File: config.mk
export PLATFORM = sky130hd
export DESIGN_NAME = fuzzy_word_matcher_unit
export DESIGN_NICKNAME = d
export VERILOG_FILES = /design/src/fwm_pkg.sv /design/src/fwm_cell.sv /design/src/fuzzy_word_matcher_unit.sv
export VERILOG_INCLUDE_DIRS = /design/src /design/src/src
export SDC_FILE = /design/constraint.sdc
export NUM_CORES = 2
export LEC_CHECK = 0
export BUFFER_PORTS_ARGS = -buffer_cell sky130_fd_sc_hd__buf_4
export CORE_MARGIN = 2
export CORE_UTILIZATION = 63
export DETAILED_ROUTE_END_ITERATION = 10
export PLACE_DENSITY_LB_ADDON = 0.08
export SLEW_MARGIN = 20
export SYNTH_ARGS = -nofsm -noshare
export SYNTH_HDL_FRONTEND = slang
export SYNTH_SLANG_ARGS = --single-unit
File: constraint.sdc
create_clock -name clk -period 6.7 [get_ports clk]
set_clock_uncertainty 0.1 [all_clocks]
set_input_delay 0.335 -clock clk [delete_from_list [all_inputs] [get_ports clk]]
set_output_delay 0.335 -clock clk [all_outputs]
set_load 0.03 [all_outputs]
File: src/fuzzy_word_matcher_unit_assert.svh
// Assertion macros for the fuzzy word matcher.
// Used by the top level; expects signals clk and arst_n in scope.
`ifndef FUZZY_WORD_MATCHER_UNIT_ASSERT_SVH
`define FUZZY_WORD_MATCHER_UNIT_ASSERT_SVH

// Condition implies consequence in the same cycle.
`define FWM_ASSERT_SAME(lbl, ante, cons, msg) \
	lbl: assert property (@(posedge clk) disable iff (!arst_n) (ante) |-> (cons)) \
		else $error(msg);

// Condition implies consequence in the next cycle.
`define FWM_ASSERT_NEXT(lbl, ante, cons, msg) \
	lbl: assert property (@(posedge clk) disable iff (!arst_n) (ante) |=> (cons)) \
		else $error(msg);

`endif

File: src/fwm_pkg.sv
// Shared types, codes and helpers for the fuzzy word matcher.
// No dependencies; used by fwm_cell and fuzzy_word_matcher_unit.
package fwm_pkg;

	localparam int WORD_W           = 64;
	localparam int LEN_IN_W         = 4;
	localparam int CFG_IDX_W        = 4;
	localparam int DEF_MAX_WORD_LEN = 8;
	localparam int DEF_NUM_VARIANTS = 2;

	// Register indexes
	localparam logic [CFG_IDX_W-1:0] REG_TARGET_WORD    = 4'd0;
	localparam logic [CFG_IDX_W-1:0] REG_TARGET_LEN     = 4'd1;
	localparam logic [CFG_IDX_W-1:0] REG_VARIANT_A_WORD = 4'd2;
	localparam logic [CFG_IDX_W-1:0] REG_VARIANT_A_LEN  = 4'd3;
	localparam logic [CFG_IDX_W-1:0] REG_VARIANT_B_WORD = 4'd4;
	localparam logic [CFG_IDX_W-1:0] REG_VARIANT_B_LEN  = 4'd5;
	localparam logic [CFG_IDX_W-1:0] REG_VARIANT_COUNT  = 4'd6;
	localparam logic [CFG_IDX_W-1:0] REG_DIST_LIMIT     = 4'd7;

	localparam logic [3:0] MAX_DIST_RESET = 4'd2;

	// Match kinds
	localparam logic [1:0] KIND_NONE   = 2'd0;
	localparam logic [1:0] KIND_EXACT  = 2'd1;
	localparam logic [1:0] KIND_APPROX = 2'd2;

	// Row token passed from cell to cell
	typedef struct packed {
		logic       vld;
		logic       last;
		logic [7:0] chr;
	} link_t;

	// Saturate a length field at the supported maximum
	function automatic logic [3:0] clamp_len(input logic [3:0] v, input logic [3:0] cap);
		return (v > cap) ? cap : v;
	endfunction

endpackage

File: src/fwm_cell.sv
// One column cell of the edit-distance array: holds the previous row value
// for each reference lane and passes the row token on. Uses fwm_pkg.
module fwm_cell #(
	parameter int NREF   = 3,
	parameter int DIST_W = 4,
	parameter int COL    = 1
) (
	input  logic                           clk,
	input  logic                           arst_n,
	input  logic                           init,
	input  logic [NREF-1:0][7:0]           ref_chr,
	input  fwm_pkg::link_t                 link_i,
	input  logic [NREF-1:0][DIST_W-1:0]    left_i,
	input  logic [NREF-1:0][DIST_W-1:0]    diag_i,
	output fwm_pkg::link_t                 link_o,
	output logic [NREF-1:0][DIST_W-1:0]    left_o,
	output logic [NREF-1:0][DIST_W-1:0]    diag_o
);

	localparam logic [DIST_W-1:0] COL_D = DIST_W'(COL);

	logic [NREF-1:0][DIST_W-1:0] up_q;
	logic [NREF-1:0][DIST_W-1:0] d;
	logic                        vld_q;
	logic                        last_q;
	logic [7:0]                  chr_q;

	// Cell recurrence: min of substitute, delete and insert
	always_comb begin
		logic [DIST_W:0] sub;
		logic [DIST_W:0] del;
		logic [DIST_W:0] ins;
		logic [DIST_W:0] best;
		for (int l = 0; l < NREF; l++) begin
			sub  = {1'b0, diag_i[l]} + ((link_i.chr != ref_chr[l]) ? (DIST_W+1)'(1) : '0);
			del  = {1'b0, up_q[l]} + (DIST_W+1)'(1);
			ins  = {1'b0, left_i[l]} + (DIST_W+1)'(1);
			best = sub;
			if (del < best) best = del;
			if (ins < best) best = ins;
			d[l] = best[DIST_W-1:0];
		end
	end

	// Token valid
	always_ff @(posedge clk or negedge arst_n) begin
		if (!arst_n) begin
			vld_q <= 1'b0;
		end else begin
			vld_q <= link_i.vld;
		end
	end

	// Row values and token payload
	always_ff @(posedge clk) begin
		if (init) begin
			for (int l = 0; l < NREF; l++) up_q[l] <= COL_D;
		end else if (link_i.vld) begin
			up_q   <= d;
			left_o <= d;
			diag_o <= up_q;
			last_q <= link_i.last;
			chr_q  <= link_i.chr;
		end
	end

	assign link_o.vld  = vld_q;
	assign link_o.last = last_q;
	assign link_o.chr  = chr_q;

endmodule

File: src/fuzzy_word_matcher_unit.sv
// Fuzzy word matcher top level: config registers, exact compare, control
// and the chain of fwm_cell columns. Uses fwm_pkg and the assert header.
//
// Usage:
//   Configuration: cfg_valid/cfg_ready write channel, cfg_index selects a
//   register (0..7), cfg_data carries the value. cfg_ready is always high;
//   writes beyond index 7 are dropped. Write only while busy is low.
//   Command: a transaction is accepted at an edge with start high and busy
//   low; candidate_word/candidate_len are sampled there.
//   Result: done is high for one cycle with match_kind valid, in state
//   S_DONE after the S_RUN phase; busy stays high through S_DONE, so a
//   new word is taken only once the previous result is out. S_RUN spans
//   the wavefront: candidate bytes enter one row per cycle and each row
//   crosses the L cells one cell per cycle, L = min(MAX_WORD_LEN, 8); all
//   references (target and variants) are evaluated in lanes in parallel.
//   Reset: configuration registers return to their reset values (distance
//   limit = 2, all else 0), block idle. The result consumer cannot stall
//   the block; each result is shown exactly once.
module fuzzy_word_matcher_unit #(
	parameter int MAX_WORD_LEN = fwm_pkg::DEF_MAX_WORD_LEN,
	parameter int NUM_VARIANTS = fwm_pkg::DEF_NUM_VARIANTS
) (
	input  logic                              clk,
	input  logic                              arst_n,
	input  logic                              start,
	output logic                              busy,
	input  logic [fwm_pkg::WORD_W-1:0]        candidate_word,
	input  logic [fwm_pkg::LEN_IN_W-1:0]      candidate_len,
	output logic                              done,
	output logic [1:0]                        match_kind,
	input  logic                              cfg_valid,
	output logic                              cfg_ready,
	input  logic [fwm_pkg::CFG_IDX_W-1:0]     cfg_index,
	input  logic [fwm_pkg::WORD_W-1:0]        cfg_data
);

	`include "fuzzy_word_matcher_unit_assert.svh"

	localparam int LEN_CAP = (MAX_WORD_LEN < 8) ? MAX_WORD_LEN : 8;
	localparam int VAR_CAP = (NUM_VARIANTS < 2) ? NUM_VARIANTS : 2;
	localparam int NREF    = 1 + VAR_CAP;
	localparam int LEN_W   = $clog2(LEN_CAP + 1);
	localparam int DIST_W  = LEN_W;
	localparam int ROW_W   = $clog2(LEN_CAP + 2);
	localparam int CAND_W  = 8 * LEN_CAP;
	localparam int CNT_W   = $clog2(2 * LEN_CAP);
	localparam int LATENCY = 2 * LEN_CAP + 1;
	localparam logic [CNT_W-1:0] LAST_CNT = CNT_W'(2 * LEN_CAP - 1);
	localparam logic [3:0]       CAP4     = 4'(LEN_CAP);
	localparam logic [1:0]       VCAP2    = 2'(VAR_CAP);

	localparam logic [1:0] S_IDLE = 2'd0;
	localparam logic [1:0] S_RUN  = 2'd1;
	localparam logic [1:0] S_DONE = 2'd2;

	// Configuration registers
	logic [fwm_pkg::WORD_W-1:0] target_word_q;
	logic [fwm_pkg::WORD_W-1:0] variant_a_word_q;
	logic [fwm_pkg::WORD_W-1:0] variant_b_word_q;
	logic [LEN_W-1:0]           target_len_q;
	logic [LEN_W-1:0]           variant_a_len_q;
	logic [LEN_W-1:0]           variant_b_len_q;
	logic [1:0]                 variant_count_q;
	logic [3:0]                 dist_limit_q;

	// Control and per-item state
	logic [1:0]        state_q;
	logic [CNT_W-1:0]  cnt_q;
	logic [ROW_W-1:0]  row_q;
	logic [LEN_W-1:0]  xlen_q;
	logic [CAND_W-1:0] cand_q;
	logic              exact_q;
	logic [NREF-1:0]   elig_q;
	logic [NREF-1:0]   hit_q;

	logic                        accept;
	logic                        feed;
	logic [LEN_W-1:0]            in_len;
	logic [1:0]                  nv;
	logic [fwm_pkg::WORD_W-1:0]  ref_word [NREF];
	logic [LEN_W-1:0]            ref_len  [NREF];
	logic [NREF-1:0]             lane_on;
	logic [NREF-1:0]             exact_lane;
	logic [NREF-1:0]             elig_lane;
	logic [NREF-1:0]             cap_en;
	logic [NREF-1:0][DIST_W-1:0] cap_d;
	logic [LEN_CAP-1:0]          last_vec;

	fwm_pkg::link_t              lnk    [LEN_CAP+1];
	logic [NREF-1:0][DIST_W-1:0] left_v [LEN_CAP+1];
	logic [NREF-1:0][DIST_W-1:0] diag_v [LEN_CAP+1];

	assign cfg_ready = 1'b1;
	assign busy      = (state_q != S_IDLE);
	assign accept    = start && !busy;
	assign in_len    = LEN_W'(fwm_pkg::clamp_len(candidate_len, CAP4));
	assign nv        = (variant_count_q > VCAP2) ? VCAP2 : variant_count_q;

	// Register writes
	always_ff @(posedge clk or negedge arst_n) begin
		if (!arst_n) begin
			target_word_q    <= '0;
			target_len_q     <= '0;
			variant_a_word_q <= '0;
			variant_a_len_q  <= '0;
			variant_b_word_q <= '0;
			variant_b_len_q  <= '0;
			variant_count_q  <= '0;
			dist_limit_q     <= fwm_pkg::MAX_DIST_RESET;
		end else if (cfg_valid && cfg_ready) begin
			case (cfg_index)
				fwm_pkg::REG_TARGET_WORD: begin
					target_word_q <= cfg_data;
				end
				fwm_pkg::REG_TARGET_LEN: begin
					target_len_q <= LEN_W'(fwm_pkg::clamp_len(cfg_data[3:0], CAP4));
				end
				fwm_pkg::REG_VARIANT_A_WORD: begin
					variant_a_word_q <= cfg_data;
				end
				fwm_pkg::REG_VARIANT_A_LEN: begin
					variant_a_len_q <= LEN_W'(fwm_pkg::clamp_len(cfg_data[3:0], CAP4));
				end
				fwm_pkg::REG_VARIANT_B_WORD: begin
					variant_b_word_q <= cfg_data;
				end
				fwm_pkg::REG_VARIANT_B_LEN: begin
					variant_b_len_q <= LEN_W'(fwm_pkg::clamp_len(cfg_data[3:0], CAP4));
				end
				fwm_pkg::REG_VARIANT_COUNT: begin
					variant_count_q <= cfg_data[1:0];
				end
				fwm_pkg::REG_DIST_LIMIT: begin
					dist_limit_q <= cfg_data[3:0];
				end
				default: begin
				end
			endcase
		end
	end

	// Reference lanes: target, then variants
	always_comb begin
		for (int l = 0; l < NREF; l++) begin
			case (l)
				0: begin
					ref_word[l] = target_word_q;
					ref_len[l]  = target_len_q;
				end
				1: begin
					ref_word[l] = variant_a_word_q;
					ref_len[l]  = variant_a_len_q;
				end
				default: begin
					ref_word[l] = variant_b_word_q;
					ref_len[l]  = variant_b_len_q;
				end
			endcase
			lane_on[l] = (l == 0) || (int'(nv) >= l);
		end
	end

	// Exact compare and approximate eligibility per lane
	always_comb begin
		logic eq;
		for (int l = 0; l < NREF; l++) begin
			eq = (ref_len[l] == in_len);
			for (int b = 0; b < LEN_CAP; b++) begin
				if ((LEN_W'(b) < in_len) &&
				    (ref_word[l][8*b +: 8] != candidate_word[8*b +: 8])) eq = 1'b0;
			end
			exact_lane[l] = lane_on[l] && eq;
			elig_lane[l]  = lane_on[l] && (in_len != '0) && (ref_len[l] != '0) &&
			                (ref_word[l][7:0] == candidate_word[7:0]);
		end
	end

	// Row source feeding the first cell
	assign feed = (state_q == S_RUN) && (row_q <= ROW_W'(xlen_q));
	assign lnk[0].vld  = feed;
	assign lnk[0].last = (row_q == ROW_W'(xlen_q));
	assign lnk[0].chr  = cand_q[7:0];
	for (genvar l = 0; l < NREF; l++) begin : g_row_src
		assign left_v[0][l] = DIST_W'(row_q);
		assign diag_v[0][l] = DIST_W'(row_q - ROW_W'(1));
	end

	// Chain of column cells
	for (genvar j = 0; j < LEN_CAP; j++) begin : g_col
		logic [NREF-1:0][7:0] chr;
		for (genvar l = 0; l < NREF; l++) begin : g_lane
			assign chr[l] = ref_word[l][8*j +: 8];
		end
		fwm_cell #(
			.NREF  (NREF),
			.DIST_W(DIST_W),
			.COL   (j + 1)
		) u_cell (
			.clk    (clk),
			.arst_n (arst_n),
			.init   (accept),
			.ref_chr(chr),
			.link_i (lnk[j]),
			.left_i (left_v[j]),
			.diag_i (diag_v[j]),
			.link_o (lnk[j+1]),
			.left_o (left_v[j+1]),
			.diag_o (diag_v[j+1])
		);
		assign last_vec[j] = lnk[j+1].vld && lnk[j+1].last;
	end

	// Pick up the final distance at the column matching each lane's length
	always_comb begin
		cap_en = '0;
		cap_d  = '0;
		for (int j = 0; j < LEN_CAP; j++) begin
			for (int l = 0; l < NREF; l++) begin
				if (last_vec[j] && (ref_len[l] == LEN_W'(j + 1))) begin
					cap_en[l] = 1'b1;
					cap_d[l]  = left_v[j+1][l];
				end
			end
		end
	end

	// Sequencer
	always_ff @(posedge clk or negedge arst_n) begin
		if (!arst_n) begin
			state_q <= S_IDLE;
			cnt_q   <= '0;
			row_q   <= '0;
		end else begin
			case (state_q)
				S_IDLE: begin
					if (start) begin
						state_q <= S_RUN;
						cnt_q   <= '0;
						row_q   <= ROW_W'(1);
					end
				end
				S_RUN: begin
					cnt_q <= cnt_q + CNT_W'(1);
					if (feed) row_q <= row_q + ROW_W'(1);
					if (cnt_q == LAST_CNT) state_q <= S_DONE;
				end
				S_DONE: begin
					state_q <= S_IDLE;
				end
				default: begin
					state_q <= S_IDLE;
				end
			endcase
		end
	end

	// Per-item payload
	always_ff @(posedge clk) begin
		if (accept) begin
			cand_q  <= candidate_word[CAND_W-1:0];
			xlen_q  <= in_len;
			exact_q <= |exact_lane;
			elig_q  <= elig_lane;
			hit_q   <= '0;
		end else begin
			if (feed) cand_q <= cand_q >> 8;
			for (int l = 0; l < NREF; l++) begin
				if (cap_en[l]) hit_q[l] <= (4'(cap_d[l]) <= dist_limit_q);
			end
		end
	end

	// Result
	assign done = (state_q == S_DONE);
	assign match_kind = exact_q             ? fwm_pkg::KIND_EXACT  :
	                    (|(elig_q & hit_q)) ? fwm_pkg::KIND_APPROX :
	                                          fwm_pkg::KIND_NONE;

	// Checks
	`FWM_ASSERT_NEXT(a_busy_after_accept, accept, busy, "busy not raised after accept")
	`FWM_ASSERT_SAME(a_fixed_latency, accept, ##LATENCY done, "result strobe late or missing")
	`FWM_ASSERT_NEXT(a_single_strobe, done, !done, "result strobe longer than one cycle")
	`FWM_ASSERT_SAME(a_one_last_row, 1'b1, $onehot0(last_vec), "last row in two cells")

endmodule

==> results by group <==
Outcome
  – Status: finished clean

Synthesis
  – Main synth FF type: edfxtp_1
  – Post-Syn Area: between 30000 and 40000 um^2
  – Synth cell count leaders: xor2_1 (351), edfxtp_1 (316), nand2_1 (307)
  – Share of flip-flops with an asynchronous set or reset: 0.355
  – Number of flops mapped to enable cells by yosys: 316
  – Syn nets: 3951
  – Cell variety after synth: around 90
  – Syn_area_per_cell: 10.9 um^2
  – Post-Synthesis Cells: ~3500
  – Synth warn: 0
  – Synthesis-stage register bit count: 643
  – Largest cells by area after synthesis: edfxtp_1 (25%), dfrtp_1 (15%), ha_1 (9.1%)
  – Top-area cell type share of the netlist area: 0.246
  – Leading area contributor after synthesis: edfxtp_1
  – Count leader, synth: xor2_1
  – Sequential share of the synthesized area: 0.446

GRT
  – Antenna violations before repair: 6
  – Total track usage: 0.327
  – Wire length of the first global-routing pass: roughly 160 mm
  – Largest net degree at the start of global routing: approximately 150
  – Vias in the first global route: a little under 30000
  – Gr ovfl total: 0

Setup path
  – Kind of critical path: register to register
  – Worst Setup End Kind: register
  – Most frequent CP cell: ha_1
  – Worst r2r src: g_col[5].u_cell.chr_q[3]
  – Critical Path RT: 7050 ps
  – WP data arrival: around 6000 ps
  – Crit Path Max Fanout: 6
  – Worst r2r path cells: 21
  – Crit path cell chain: xor2_1 -> nor4_1 -> nand2_1 -> ha_1 -> ha_1 -> inv_1 -> ha_1 -> a21boi_0 -> o21ai_0 -> and3_1 -> or2_1 -> mux2_2 -> inv_1 -> ha_1 -> a21o_1 -> a21o_1 -> a21oi_1 -> or4b_1 -> nand3_2 -> mux2_2 -> a2bb2oi_1
  – Critical-path top delay cell: or4b_1
  – Critical Path Source: g_col[5].u_cell.chr_q[3]
  – Startpoint types: register
  – CP peak stage delay: between 400 and 500 ps
  – Reg2reg end: g_col[6].u_cell.up_q[2]
  – Flop2flop setup slack: 1030 ps
  – Critical path endpoint: g_col[6].u_cell.up_q[2]

Drt
  – TritonRoute pass-1 iters: 5
  – DRC: 0
  – Via count: 28583
  – Final ANT Viol Nets: 0
  – Routed WL: ~100 mm
  – Vias per cell: approximately 6.1
  – Iteration-0 DRC Markers: about 2100
  – DR WL/cell: around 22 um

Placed design
  – IO Port Bufs: 143
  – Placed Area: roughly 40000 um^2
  – Gp weighted congestion: about 0.93
  – Post-DP HPWL: between 70 and 80 mm

Run
  – Number of max-cap violations: 0

Floorplan
  – Core ar.: approximately 60000 um^2
  – IO Count: 145
  – Die Width: 251 um
  – Initial core utilization: 0.638
  – Row count: 90
  – Die height: around 250 um
  – Die area: approximately 63000 um^2

Clocking
  – Clk pin slew, worst setup/hold paths: approximately 60 ps
  – CTS buffer count: 70
  – Setup Buffers After CTS: 0
  – Clock Sinks: between 600 and 700
  – H-tree depth: 3
  – Root Buffer: clkbuf_16
  – Latest clock arrival within the worst-skew pair: 620 ps
  – CTS resizes: 0
  – Clock Tree Buf Depth: 3
  – CTS tree: yes

Timing
  – Final Setup Violations: 0
  – Max frequency: between 150 and 200 MHz
  – Period utilization: 0.846
  – Min Clock Period, post-route: roughly 5700 ps
  – Max transition margin: 0.256
  – Unrepaired setup endpoints after global routing: false
  – Actual slew at the worst max-slew pin: 1120 ps
  – Setup TNS: 0 ps
  – Fin. Hold Viols: 0
  – Slew Limit Fails: 0

Layout
  – Fill count: about 4300
  – Fin nets: 4223
  – Area Overhead vs Synth: 14.3%
  – Layout cell share with drive strength beyond 1: 0.146
  – Final Cell Area: between 40000 and 50000 um^2

Hold path
  – Worst hold path class: input pin to register
==> layout make-up <==
class | instances | area [um^2] | area share
Timing Repair Buffer | 284 | 2450 | 0.0556
Clock buffer | 99 | 2010 | 0.0456
Tap cell | 782 | 978 | 0.0222
Clock inverter | 31 | 377 | 0.00856
Sequential cell | 643 | 17200 | 0.390
Multi-Input combinational cell | 2630 | 20400 | 0.463
Antenna cell | 5 | 12.5 | 0.000284
Inverter | 174 | 656 | 0.0149
==> metrics by stage <==
step	cells	hold slack, ps	setup slack (ps)	util
floorplan	3531	-60.6	1810	-
global placement	4395	268	1220	0.670
detailed placement	4395	273	1090	0.670
CTS	4643	1.76	1050	0.729
global route	4647	9.66	758	0.729
finish	4648	28.2	1030	0.729
==> worst max-delay path: cells and delay by family, from the launching register on <==
kind                       cells  cell delay, ps
AOI/OAI and AO/OA              6            1040
xor gates and xnor gates       1             180
adders and majority gates      4            1080
buffers and inverters          2             110
DFF                            1             450
muxes                          2             680
and+or+nand+nor                6            1850
==> flip-flops by register name, indices dropped and copies added (netlist names), 8 cells and up <==
name,count
variant_b_word_q,64
g_col.u_cell.diag_o,84
g_col.u_cell.last_q,8
g_col.u_cell.left_o,96
g_col.u_cell.chr_q,56
g_col.u_cell.vld_q,8
g_col.u_cell.up_q,96
target_word_q,64
variant_a_word_q,64
cand_q,64
==> cells in the final DEF, fill, tap and decap left out, drive strengths merged, types with 18 or more instances in the layout <==
cell	netlist	routed
dlygate4sd3	0	118
dfxtp	99	99
o21ai	123	123
nand4	52	52
xor2	352	352
nand3b	20	20
nor4	84	84
o211ai	27	27
xnor2	185	185
nand3	152	152
clkbuf	71	99
edfxtp	316	316
nor2	149	149
ha	280	280
dfrtp	227	227
nor3	25	25
nand2	307	307
inv	172	174
clkinv	2	21
mux2	231	231
o2111ai	18	18
mux2i	129	129
nor2b	20	20
and2	23	23
a21boi	21	21
o21a	38	38
a21o	48	48
buf	13	166
a21oi	103	103
and3	65	65
==> logic make-up after synthesis <==
logic type | synth area share
DFF | 0.446
buffers and inverters | 0.0260
adders and majority gates | 0.0912
AOI/OAI and AO/OA | 0.0910
and+or+nand+nor | 0.122
other | 0.0000974
muxes | 0.101
xor gates and xnor gates | 0.123
==> worst min path at each step <==
stage	startpoint	end	slack [ps]	cells past startpoint
floorplan	arst_n	cnt_q[0]	-60	0
global placement	arst_n	variant_b_word_q[59]	270	1
detailed placement	arst_n	target_word_q[59]	270	1
CTS	candidate_word[41]	cand_q[41]	2	3
global route	candidate_word[41]	cand_q[41]	10	3
finish	candidate_len[3]	xlen_q[3]	30	1
==> what timing repair did <==
item,4_1_cts,5_1_grt
setup endpoints to repair,0,0
hold buffers,118,0
endpoints found under the hold margin,327,0
==> per-layer routing <==
layer  GRT usage  routed length [um]  vias to the layer above
met1       0.414               42400                    14101
li1            -                   -                    13347
met4       0.136                4390                        2
met2       0.566               50800                      903
met5           0                  13                        -
met3      0.0437                5560                      230
Power is not shown: default switching activity piles up to over one toggle a cycle in this logic, so the estimate is an artifact.
